--- src/rtl/pidmc_pkg.sv ---
// ----------------------------------------------------------------------------
// pidmc_pkg
// Shared widths, register indices, reset values and payload types of the
// PI distance motor controller.
// ----------------------------------------------------------------------------
package pidmc_pkg;

  // Field widths
  localparam int DIST_BITS  = 10;
  localparam int DUTY_BITS  = 12;
  localparam int GAIN_BITS  = 16;   // Q8.8 gains and scale
  localparam int DB_BITS    = 10;
  localparam int INTEG_BITS = 32;   // Q24.8 integrator

  // Configuration port
  localparam int CFG_DATA_BITS = 16;
  localparam int CFG_IDX_BITS  = 3;

  localparam logic [CFG_IDX_BITS-1:0] REG_PROP_GAIN  = 3'd0;
  localparam logic [CFG_IDX_BITS-1:0] REG_INTEG_GAIN = 3'd1;
  localparam logic [CFG_IDX_BITS-1:0] REG_DUTY_SCALE = 3'd2;
  localparam logic [CFG_IDX_BITS-1:0] REG_DUTY_MIN   = 3'd3;
  localparam logic [CFG_IDX_BITS-1:0] REG_DUTY_MAX   = 3'd4;
  localparam logic [CFG_IDX_BITS-1:0] REG_DEADBAND   = 3'd5;

  // Reset values
  localparam logic [GAIN_BITS-1:0] PROP_GAIN_RST  = 16'd2560;
  localparam logic [GAIN_BITS-1:0] INTEG_GAIN_RST = 16'd34;
  localparam logic [GAIN_BITS-1:0] DUTY_SCALE_RST = 16'd1536;
  localparam logic [DUTY_BITS-1:0] DUTY_MIN_RST   = DUTY_BITS'(1200);
  localparam logic [DUTY_BITS-1:0] DUTY_MAX_RST   = DUTY_BITS'(3800);
  localparam logic [DB_BITS-1:0]   DEADBAND_RST   = 10'd1;

  // Datapath widths
  localparam int PACC_BITS = GAIN_BITS + DIST_BITS;
  localparam int CTRL_BITS = ((PACC_BITS > INTEG_BITS) ? PACC_BITS : INTEG_BITS) + 1;
  localparam int PROD_BITS = CTRL_BITS + GAIN_BITS;
  localparam int VAL_BITS  = CTRL_BITS + 1;
  localparam int MUL_STEPS = (DIST_BITS > GAIN_BITS) ? DIST_BITS : GAIN_BITS;
  localparam int CNT_BITS  = $clog2(MUL_STEPS);

  typedef struct packed {
    logic [DIST_BITS-1:0] measured_dist;
    logic [DIST_BITS-1:0] target_dist;
  } in_t;

  typedef struct packed {
    logic                 forward;
    logic                 run;
    logic [DUTY_BITS-1:0] duty;
  } out_t;

  typedef struct packed {
    logic [GAIN_BITS-1:0] prop_gain;
    logic [GAIN_BITS-1:0] integ_gain;
    logic [GAIN_BITS-1:0] duty_scale;
    logic [DUTY_BITS-1:0] duty_min;
    logic [DUTY_BITS-1:0] duty_max;
    logic [DB_BITS-1:0]   deadband;
  } cfg_t;

endpackage

--- src/rtl/pi_distance_motor_controller.sv ---
// ----------------------------------------------------------------------------
// pi_distance_motor_controller
// PI distance controller with clamped PWM duty output, bit-serial datapath.
// ----------------------------------------------------------------------------
// Usage:
//   Input channel (in_valid_i / in_stall_o / in_data_i) carries one sample per
//   transaction: measured and target distance. Output channel (out_valid_o /
//   out_stall_i / out_data_o) returns one result per sample: direction, run
//   flag and clamped duty (duty reads zero when the motor is stopped).
//   Both gain products are formed one error bit per cycle, then the control
//   value is scaled one scale bit per cycle by a shift-add multiplier. A new
//   sample is taken only once the previous one has left the final step.
//   A finished result waits in the output register; the next sample is taken
//   meanwhile, and a result held back by out_stall_i stalls only the final
//   step of the following sample.
//   Reset restores the default gains and limits and clears the integrator.
//   Configuration writes (cfg_we_i, cfg_idx_i, cfg_data_i) take effect at the
//   next clock edge and must be issued while no sample is in flight.
// ----------------------------------------------------------------------------
module pi_distance_motor_controller (
  input  logic                                 clk_i,
  input  logic                                 rst_ni,
  input  logic                                 in_valid_i,
  output logic                                 in_stall_o,
  input  pidmc_pkg::in_t                       in_data_i,
  output logic                                 out_valid_o,
  input  logic                                 out_stall_i,
  output pidmc_pkg::out_t                      out_data_o,
  input  logic                                 cfg_we_i,
  input  logic [pidmc_pkg::CFG_IDX_BITS-1:0]   cfg_idx_i,
  input  logic [pidmc_pkg::CFG_DATA_BITS-1:0]  cfg_data_i
);

  localparam int DIST_BITS  = pidmc_pkg::DIST_BITS;
  localparam int DUTY_BITS  = pidmc_pkg::DUTY_BITS;
  localparam int GAIN_BITS  = pidmc_pkg::GAIN_BITS;
  localparam int INTEG_BITS = pidmc_pkg::INTEG_BITS;
  localparam int PACC_BITS  = pidmc_pkg::PACC_BITS;
  localparam int CTRL_BITS  = pidmc_pkg::CTRL_BITS;
  localparam int PROD_BITS  = pidmc_pkg::PROD_BITS;
  localparam int VAL_BITS   = pidmc_pkg::VAL_BITS;
  localparam int CNT_BITS   = pidmc_pkg::CNT_BITS;
  localparam int ISUM_BITS  = INTEG_BITS + 1;
  localparam int PSUM_BITS  = CTRL_BITS + 1;

  typedef enum logic [2:0] {
    S_IDLE,
    S_EMUL,
    S_CTRL,
    S_SMUL,
    S_VAL,
    S_DONE
  } state_e;

  pidmc_pkg::cfg_t cfg;

  pidmc_cfg_regs u_cfg_regs (
    .clk_i      (clk_i),
    .rst_ni     (rst_ni),
    .cfg_we_i   (cfg_we_i),
    .cfg_idx_i  (cfg_idx_i),
    .cfg_data_i (cfg_data_i),
    .cfg_o      (cfg)
  );

  state_e                 state_q;
  logic [CNT_BITS-1:0]    cnt_q;
  logic [DIST_BITS-1:0]   e_q;
  logic                   fwd_q;
  logic                   run_q;
  logic [PACC_BITS-1:0]   pacc_q;
  logic [PACC_BITS-1:0]   iacc_q;
  logic [CTRL_BITS-1:0]   ctrl_q;
  logic [PROD_BITS-1:0]   prod_q;
  logic [VAL_BITS-1:0]    val_q;
  logic [INTEG_BITS-1:0]  integ_q;
  pidmc_pkg::out_t        out_q;
  logic                   out_valid_q;

  logic                   in_accept;
  logic                   out_free;
  logic                   in_fwd;
  logic [DIST_BITS-1:0]   in_err;
  logic [PACC_BITS-1:0]   pacc_d;
  logic [PACC_BITS-1:0]   iacc_d;
  logic [ISUM_BITS-1:0]   isum;
  logic [INTEG_BITS-1:0]  integ_d;
  logic [PSUM_BITS-1:0]   psum;
  logic [DUTY_BITS-1:0]   duty_clamped;

  assign in_stall_o  = (state_q != S_IDLE);
  assign in_accept   = in_valid_i && !in_stall_o;
  assign out_free    = !out_valid_q || !out_stall_i;
  assign out_valid_o = out_valid_q;
  assign out_data_o  = out_q;

  // Sign and magnitude of the error
  assign in_fwd = in_data_i.measured_dist > in_data_i.target_dist;
  assign in_err = in_fwd ? (in_data_i.measured_dist - in_data_i.target_dist)
                         : (in_data_i.target_dist - in_data_i.measured_dist);

  // One error bit per cycle, MSB first, into both gain products
  assign pacc_d = {pacc_q[PACC_BITS-2:0], 1'b0}
                + (e_q[DIST_BITS-1] ? PACC_BITS'(cfg.prop_gain) : '0);
  assign iacc_d = {iacc_q[PACC_BITS-2:0], 1'b0}
                + (e_q[DIST_BITS-1] ? PACC_BITS'(cfg.integ_gain) : '0);

  // Integrator update with saturation at full scale
  assign isum    = {1'b0, integ_q} + ISUM_BITS'(iacc_q);
  assign integ_d = isum[INTEG_BITS] ? '1 : isum[INTEG_BITS-1:0];

  // One scale bit per cycle, LSB first, shift-add into the high half
  assign psum = PSUM_BITS'(prod_q[PROD_BITS-1 -: CTRL_BITS]) + PSUM_BITS'(ctrl_q);

  // Upper clamp; the value never falls below duty_min
  assign duty_clamped = (val_q > VAL_BITS'(cfg.duty_max)) ? cfg.duty_max
                                                            : val_q[DUTY_BITS-1:0];

  // Sequencer, datapath registers and output register
  always_ff @(posedge clk_i or negedge rst_ni) begin
    if (!rst_ni) begin
      state_q     <= S_IDLE;
      cnt_q       <= '0;
      e_q         <= '0;
      fwd_q       <= 1'b0;
      run_q       <= 1'b0;
      pacc_q      <= '0;
      iacc_q      <= '0;
      ctrl_q      <= '0;
      prod_q      <= '0;
      val_q       <= '0;
      integ_q     <= '0;
      out_q       <= '0;
      out_valid_q <= 1'b0;
    end else begin
      // Load a new result, or release the old one once the receiver takes it
      if (state_q == S_DONE && out_free) begin
        out_valid_q <= 1'b1;
      end else if (out_valid_q && !out_stall_i) begin
        out_valid_q <= 1'b0;
      end

      case (state_q)
        S_IDLE: begin
          if (in_accept) begin
            fwd_q   <= in_fwd;
            run_q   <= in_err > cfg.deadband;
            e_q     <= in_err;
            pacc_q  <= '0;
            iacc_q  <= '0;
            cnt_q   <= CNT_BITS'(DIST_BITS - 1);
            state_q <= S_EMUL;
          end
        end
        S_EMUL: begin
          pacc_q <= pacc_d;
          iacc_q <= iacc_d;
          e_q    <= {e_q[DIST_BITS-2:0], 1'b0};
          cnt_q  <= cnt_q - 1'b1;
          if (cnt_q == '0) begin
            state_q <= S_CTRL;
          end
        end
        S_CTRL: begin
          // Control value uses the integrator before this sample's update
          ctrl_q  <= CTRL_BITS'(pacc_q) + CTRL_BITS'(integ_q);
          prod_q  <= {{CTRL_BITS{1'b0}}, cfg.duty_scale};
          integ_q <= run_q ? integ_d : '0;
          cnt_q   <= CNT_BITS'(GAIN_BITS - 1);
          state_q <= S_SMUL;
        end
        S_SMUL: begin
          if (prod_q[0]) begin
            prod_q <= {psum, prod_q[GAIN_BITS-1:1]};
          end else begin
            prod_q <= {1'b0, prod_q[PROD_BITS-1:1]};
          end
          cnt_q <= cnt_q - 1'b1;
          if (cnt_q == '0) begin
            state_q <= S_VAL;
          end
        end
        S_VAL: begin
          // Drop the Q33.16 fraction and add the duty offset
          val_q   <= VAL_BITS'(prod_q[PROD_BITS-1:GAIN_BITS]) + VAL_BITS'(cfg.duty_min);
          state_q <= S_DONE;
        end
        S_DONE: begin
          if (out_free) begin
            out_q.forward <= fwd_q;
            out_q.run     <= run_q;
            out_q.duty    <= run_q ? duty_clamped : '0;
            state_q       <= S_IDLE;
          end
        end
        default: begin
          state_q <= S_IDLE;
        end
      endcase
    end
  end

  // A stopped motor reports zero duty
  a_stop_zero_duty: assert property (@(posedge clk_i) disable iff (!rst_ni)
    (out_valid_o && !out_data_o.run) |-> (out_data_o.duty == '0))
    else $error("duty not zero while motor stopped");

  // A running duty never exceeds the upper clamp
  a_duty_clamped: assert property (@(posedge clk_i) disable iff (!rst_ni)
    (out_valid_o && out_data_o.run) |-> (out_data_o.duty <= cfg.duty_max))
    else $error("duty above duty_max");

  // Inside the deadband the integrator clears
  a_integ_clear: assert property (@(posedge clk_i) disable iff (!rst_ni)
    (state_q == S_CTRL && !run_q) |=> (integ_q == '0))
    else $error("integrator not cleared in deadband");

  // A new result appears only from the final step
  a_result_source: assert property (@(posedge clk_i) disable iff (!rst_ni)
    $rose(out_valid_q) |-> $past(state_q == S_DONE))
    else $error("result raised outside final step");

  // A stalled result is never overwritten
  a_no_overwrite: assert property (@(posedge clk_i) disable iff (!rst_ni)
    (state_q == S_DONE && out_valid_q && out_stall_i) |=> (state_q == S_DONE))
    else $error("final step left while result stalled");

endmodule

--- src/rtl/pidmc_cfg_regs.sv ---
// ----------------------------------------------------------------------------
// pidmc_cfg_regs
// Configuration register file: indexed writes, masked to each register's
// width, reset to the default tuning.
// ----------------------------------------------------------------------------
module pidmc_cfg_regs (
  input  logic                                 clk_i,
  input  logic                                 rst_ni,
  input  logic                                 cfg_we_i,
  input  logic [pidmc_pkg::CFG_IDX_BITS-1:0]   cfg_idx_i,
  input  logic [pidmc_pkg::CFG_DATA_BITS-1:0]  cfg_data_i,
  output pidmc_pkg::cfg_t                      cfg_o
);

  pidmc_pkg::cfg_t cfg_q;

  // Write the addressed register; drop writes beyond the list
  always_ff @(posedge clk_i or negedge rst_ni) begin
    if (!rst_ni) begin
      cfg_q.prop_gain  <= pidmc_pkg::PROP_GAIN_RST;
      cfg_q.integ_gain <= pidmc_pkg::INTEG_GAIN_RST;
      cfg_q.duty_scale <= pidmc_pkg::DUTY_SCALE_RST;
      cfg_q.duty_min   <= pidmc_pkg::DUTY_MIN_RST;
      cfg_q.duty_max   <= pidmc_pkg::DUTY_MAX_RST;
      cfg_q.deadband   <= pidmc_pkg::DEADBAND_RST;
    end else if (cfg_we_i) begin
      case (cfg_idx_i)
        pidmc_pkg::REG_PROP_GAIN:  cfg_q.prop_gain  <= cfg_data_i[pidmc_pkg::GAIN_BITS-1:0];
        pidmc_pkg::REG_INTEG_GAIN: cfg_q.integ_gain <= cfg_data_i[pidmc_pkg::GAIN_BITS-1:0];
        pidmc_pkg::REG_DUTY_SCALE: cfg_q.duty_scale <= cfg_data_i[pidmc_pkg::GAIN_BITS-1:0];
        pidmc_pkg::REG_DUTY_MIN:   cfg_q.duty_min   <= cfg_data_i[pidmc_pkg::DUTY_BITS-1:0];
        pidmc_pkg::REG_DUTY_MAX:   cfg_q.duty_max   <= cfg_data_i[pidmc_pkg::DUTY_BITS-1:0];
        pidmc_pkg::REG_DEADBAND:   cfg_q.deadband   <= cfg_data_i[pidmc_pkg::DB_BITS-1:0];
        default: ;
      endcase
    end
  end

  assign cfg_o = cfg_q;

endmodule

--- config.mk ---
export PLATFORM = sky130hd
export DESIGN_NAME = pi_distance_motor_controller
export DESIGN_NICKNAME = d
export VERILOG_FILES = /design/src/rtl/pidmc_pkg.sv /design/src/rtl/pi_distance_motor_controller.sv /design/src/rtl/pidmc_cfg_regs.sv
export SDC_FILE = /design/constraint.sdc
export NUM_CORES = 1
export LEC_CHECK = 0
export ABC_AREA = 1
export BUFFER_PORTS_ARGS = -buffer_cell sky130_fd_sc_hd__buf_2
export CORE_ASPECT_RATIO = 0.9
export CORE_MARGIN = 4
export CORE_UTILIZATION = 65
export CTS_BUF_LIST = sky130_fd_sc_hd__clkbuf_8
export CTS_CLUSTER_SIZE = 8
export DETAILED_ROUTE_END_ITERATION = 16
export PLACE_DENSITY = 0.82
export SLEW_MARGIN = 10
export SYNTH_ARGS = -nofsm -noshare
export SYNTH_HDL_FRONTEND = slang
export SYNTH_SLANG_ARGS = --single-unit
export TNS_END_PERCENT = 10
--- constraint.sdc ---
create_clock -name clk_i -period 2.61 [get_ports clk_i]
set_input_delay 0.3915 -clock clk_i [delete_from_list [all_inputs] [get_ports clk_i]]
set_output_delay 0.3915 -clock clk_i [all_outputs]
set_load 0.05 [all_outputs]
== Word-level counts from Yosys, hierarchy flattened ==
Cells that the tools add are included.

* $lt $le $gt $ge: 3
* Equal/unequal tests: 14
* Reduce and logical (&&, ||, !) cells: 27
* Add/subtract/negate cells: 9
* Multiplexer cells: 23

{| class="wikitable"
|+ Operators with widths
! kind !! count
|-
| $pmux 26 s2 || 2
|-
| $pmux 49 s2 || 1
|-
| $mux 32 || 2
|-
| $add 26x16->26 || 2
|-
| $mux 49 || 1
|-
| $add 33x12->34 || 1
|-
| $add 33x33->34 || 1
|-
| $gt 34x12->1 || 1
|-
| $add 26x32->33 || 1
|-
| $add 32x26->33 || 1
|-
| $mux 16 || 2
|-
| $mux 26 || 1
|-
| $mux 12 || 2
|-
| $gt 10x10->1 || 2
|-
| $mux 10 || 2
|-
| $pmux 10 s2 || 1
|-
| $reduce_and 2->1 || 10
|-
| $sub 10x10->10 || 2
|-
| $pmux 3 s6 || 1
|-
| $eq 3x2->1 const B || 4
|-
| $eq 3x3->1 const B || 4
|-
| $mux 3 || 4
|-
| $pmux 4 s3 || 1
|-
| $ne 2x2->1 const B || 4
|-
| other kinds (13) || 23
|}

* Output and inout port bits: 16
* Bits of input ports: 44
* Bits in registers: 316
* Logic and storage cells: 97

== Logic depth before layout (Yosys ltp) ==
* Depth in word-level cells: 5
* Mapped depth: 20
* Gate-level depth less buffers: 20

== Modules after synthesis ==
From an unflattened synthesis, not the netlist that was laid out.

* Cells, all modules: 3,928
* Area, all modules: 25,195.4 um^2

{| class="wikitable"
|+ By module, submodules not included
! module !! cells each !! instances !! area each (um^2) !! seq. area each (um^2)
|-
| pi_distance_motor_controller || 3,561 || 1 || 21,921.0 || 5,855.6
|-
| pidmc_cfg_regs || 367 || 1 || 3,274.4 || 2,074.5
|}

== Least setup slack after synthesis ==
Ideal clock, no wire load.

* Path kind: input -> register
* Start point: input in_data_i[2] in the netlist's numbering
* End point: register run_q
* Required time: 2,480 ps
* Stages: 17
* Setup time: 130 ps
* Arrival: 2,472 ps
* Buffers on the path: 1
* Path slack: 9 ps
* Path through: inv_1 ha_1 buf_2 nand2_1 o21ai_0 nand2_1 nand2_1 xor2_1 nand2_1 and2_1 ha_1 nand2_1 nor2_1 nand4_1 nor2_1 a211oi_1 o22ai_1

* Cells in the longest elaborated chain, start to end: 3
* Elaborated cells on any way between the ends: 5
* Those cells by class: add/sub (2); order compare (2); mux (1)

{| class="wikitable"
|+ RTL lines
! what !! line !! text
|-
| start: declaration || pi_distance_motor_controller.sv:25 || <nowiki>input pidmc_pkg::in_t in_data_i,</nowiki>
|-
| $sub 10x10->10, or another cell as far along || pi_distance_motor_controller.sv:100 || <nowiki>: (in_data_i.target_dist - in_data_i.measured_dist);</nowiki>
|-
| $mux 10 * || pi_distance_motor_controller.sv:99 || <nowiki>assign in_err = in_fwd ? (in_data_i.measured_dist - in_data_i.target_dist)</nowiki>
|-
| $gt 10x10->1 * || pi_distance_motor_controller.sv:147 || <nowiki>run_q <= in_err > cfg.deadband;</nowiki>
|-
| end signal: assignment || pi_distance_motor_controller.sv:147 ||
|-
| end: declaration || pi_distance_motor_controller.sv:70 || <nowiki>logic run_q;</nowiki>
|}

Every way passes the cells marked *; elsewhere a longest branch is shown, timed or not.
A chain may end at the register's enable or synchronous reset.

== Final worst setup path ==
* Start point: register e_q[9]
* End point: register iacc_q[11]

* Cells in the longest elaborated chain, start to end: 3

{| class="wikitable"
|+ RTL lines
! what !! line !! text
|-
| start: declaration || pi_distance_motor_controller.sv:68 || <nowiki>logic [DIST_BITS-1:0] e_q;</nowiki>
|-
| start signal: assignment || pi_distance_motor_controller.sv:148 || <nowiki>e_q <= in_err;</nowiki>
|-
| start signal: assignment || pi_distance_motor_controller.sv:158 || <nowiki>e_q <= {e_q[DIST_BITS-2:0], 1'b0};</nowiki>
|-
| $mux 16 || pi_distance_motor_controller.sv:106 || <nowiki>+ (e_q[DIST_BITS-1] ? PACC_BITS'(cfg.integ_gain) : '0);</nowiki>
|-
| $add 26x16->26 || pi_distance_motor_controller.sv:106 ||
|-
| $pmux 26 s2 || pi_distance_motor_controller.sv:143 || <nowiki>case (state_q)</nowiki>
|-
| end signal: assignment || pi_distance_motor_controller.sv:157 || <nowiki>iacc_q <= iacc_d;</nowiki>
|-
| end: declaration || pi_distance_motor_controller.sv:72 || <nowiki>logic [PACC_BITS-1:0] iacc_q;</nowiki>
|}

Every way passes these cells.

==> results.md <==
- Initial antenna violation count: 0
- Row cnt: 67
- Placed Instances: 4514
- Slew @ Worst Pin: 874.8 ps
- Post-synth top cells: nand2_1 (1451), inv_1 (622), dfrtp_1 (298), nor2_1 (283), o21ai_0 (238)
- Post-synth EDFFs: 0
- CP arrival: 2950 ps
- RSZ-0062 raised after global routing: true
- Top-count cell post-synth: nand2_1
- Initial Utilization: 0.6629
- Flop pwr share: 0.306
- Largest net degree at the start of global routing: 79
- Min cycle time layout: 2428 ps
- Multi-input gate area: 14210 um^2
- Share of cells above drive strength 1: 0.09205
- CP Launch Type: flip-flop
- Fmax: 411.8 MHz
- Top sig layer: met4
- Fill cells: 3262
- Placer Congestion: 1.004
- Sequential area share after synthesis: 0.3192
- Register Area: 7931 um^2
- Die Area: 41410 um^2
- Final worst setup slack: 181.6 ps
- First-pass GRT wire length: 119600 um
- Max cap viols: 0
- Main synth FF type: dfrtp_1
- WP data required: 3130 ps
- Leakage: 15.92 nW
- Setup CP Type: flip-flop to flip-flop
- Die Span X: 214.1 um
- Clock power frac: 0.183
- DR pass1 iterations: 6
- Top Ports: 60
- Routed length on met2: 32380 um
- Max_slew headroom: 0.4154
- Setup TNS: 0 ps
- Drt via density: 5.482
- Final Hold Viols: 0
- Max incr delay on CP: 490 ps
- Tcrit/Tclk final: 0.9304
- CP dominant cell by count: nand2_1
- Area grow syn2layout: 12.48%
- Sw Pwr: 0.01249 W
- Total GRT Usage: 0.3483
- Clock Tree Buf Depth: 3
- Ys Warns: 0
- Grt total ovfl: 0
- Worst Skew: 39.05 ps
- Comb pwr share: 0.511
- Synth top area cells: dfrtp_1 (30%), nand2_1 (22%), inv_1 (9.4%), ha_1 (8.6%), o21ai_0 (4.8%)
- Dpl ws: -241.3 ps
- # setup viols final: 0
- Num CTS Buffers: 55
- Final antenna-violating net count: 0
- Vias in the first global route: 24120
- Critical Path Sink Type: flip-flop
- Maximum VDD drop: 0.7238 mV
- P_int: 0.01400 W
- Via count: 25340
- CTS Sinks: 316
- Synth top area share: 0.3002
- Dpl hpwl: 56140 um
- Die height: 193.5 um
- Sequence of cells on the critical path: buf_2 -> nand2_1 -> inv_1 -> ha_2 -> nand3_1 -> nand3_1 -> inv_1 -> o21ai_2 -> nand2_1 -> nand2_1 -> xnor2_1 -> o21ai_0
- M1 wire length: 31200 um
- Crit-path max FO: 7
- Syn Nets: 4119
- Largest area contributor in the netlist: dfrtp_1
- Status: completed
- FFs w/ async S/R, synth: 1.000
- Non-Filler Instances: 4622
- Post-synthesis instance total: 3897
- N_diodes: 0
- Clock Pin Slew Worst Setup and Hold Paths: 70 ps
- CTS Root Cell: clkbuf_8
- # DRC: 0
- Met3 Wirelength: 5438 um
- Slew Viols, Final: 0
- FF+latch count, synth: 316
- H-tree levels: 2
- Initial drt markers: 2187
- HP Class: primary input to flip-flop
- Switching share of power: 0.4716
- Nets: 4316
- Final Total Pwr: 0.02649 W
- CTS tree: done
- Port bufs: 59
- Synth Cell Area: 24840 um^2
- Core footprint: 37470 um^2
- Synth Area per Inst: 6.374 um^2
- Final wirelength: 72670 um
- Routed WL per cell: 15.72 um
- Power per cell area: 948.1 nW/um^2
- Skew-Pair Late Insertion Delay: 680 ps
- Slowest cell on crit path: dfrtp_2
- Unique masters post-synth: 53
==> path summary, 6_finish.rpt <==
check,startpoint,to,slack [ps],depth (start not counted)
worst max-delay path,e_q[9],iacc_q[11],180,12
worst min-delay path,cfg_data_i[14],u_cfg_regs.cfg_o[80],40,3
worst max register to register,e_q[9],iacc_q[11],180,12
worst min register to register,out_data_o[13],out_data_o[13],470,2
max in group asynchronous,rst_ni,u_cfg_regs.cfg_o[0],1520,3
min in group asynchronous,rst_ni,out_data_o[13],320,2
==> what timing repair did <==
| action | in CTS | in global routing |
|---|---|---|
| endpoints found under the hold margin | 66 | 0 |
| pin swaps | 1 | 1 |
| endpoints found under the setup margin | 32 | 43 |
| setup buffers | 0 | 3 |
| hold buffers | 2 | 0 |
| gates cloned | 1 | 0 |
| gates resized for setup | 1 | 8 |
==> registers in the layout, indices dropped and copies added (netlist names) <==
signal	cells
u_cfg_regs.cfg_o	82
prod_q	49
val_q	34
ctrl_q	33
integ_q	32
iacc_q	26
pacc_q	26
out_data_o	14
e_q	10
cnt_q	4
state_q	3
fwd_q	1
out_valid_o	1
run_q	1
==> power groups by stage <==
stage	sequential (W)	clock (W)	combinational [W]
after floorplan	0.00780	0	0.00924
after CTS	0.00806	0.00489	0.0133
after global placement	0.00808	0	0.0129
final	0.00811	0.00485	0.0135
after global routing	0.00827	0.00513	0.0153
after detailed placement	0.00812	0	0.0132
==> worst max-delay path: cells and delay by family (launching register included) <==
family,cells,cell delay (ps)
compound gates,2,330
xor+xnor,1,130
fa+ha+maj,1,380
buf+inv,3,370
flops,1,490
simple gates,5,550
==> kinds of logic after synthesis <==
kind of cell / share of synthesized area
compound gates: 0.1110
simple gates: 0.3455
buf+inv: 0.1108
flops: 0.3192
xor+xnor: 0.02151
fa+ha+maj: 0.09207
==> through the flow <==
step                  util  instance area [um^2]  hold WS, ps
finish              0.7456                 27940        43.50
global route        0.7456                 27940        53.61
floorplan                -                 24840        95.91
CTS                 0.7442                 27890        1.813
detailed placement  0.7117                 26670        426.4
global placement    0.7117                 26670        426.1
==> area by class of cell <==
| class | instances | area share |
|---|---|---|
| clock buffer | 72 | 0.03547 |
| clock inverter | 30 | 0.006851 |
| inverter | 635 | 0.08531 |
| multi-input combinational | 2866 | 0.5086 |
| sequential | 316 | 0.2839 |
| tap | 483 | 0.02163 |
| timing repair buffer | 220 | 0.05830 |
==> per-layer routing <==
| metal | up-vias | track usage |
|---|---|---|
| li1 | 12670 | - |
| met1 | 11560 | 0.4710 |
| met2 | 909 | 0.5581 |
| met3 | 205 | 0.05208 |
| met4 | 0 | 0.1594 |
| met5 | - | 0 |
==> cell usage in the layout (no fill, tap or decap), drive strengths merged, types with 37 or more instances in the layout <==
| cell type | synthesis | final |
|---|---|---|
| nand2 | 1457 | 1457 |
| inv | 632 | 651 |
| dfrtp | 298 | 298 |
| nor2 | 292 | 292 |
| o21ai | 258 | 258 |
| nand3 | 240 | 240 |
| buf | 32 | 218 |
| a21oi | 192 | 193 |
| ha | 170 | 170 |
| clkbuf | 49 | 72 |
| nor3 | 41 | 41 |
| xnor2 | 39 | 39 |
| nand4 | 37 | 37 |
Power figures use the tool's default switching activity.
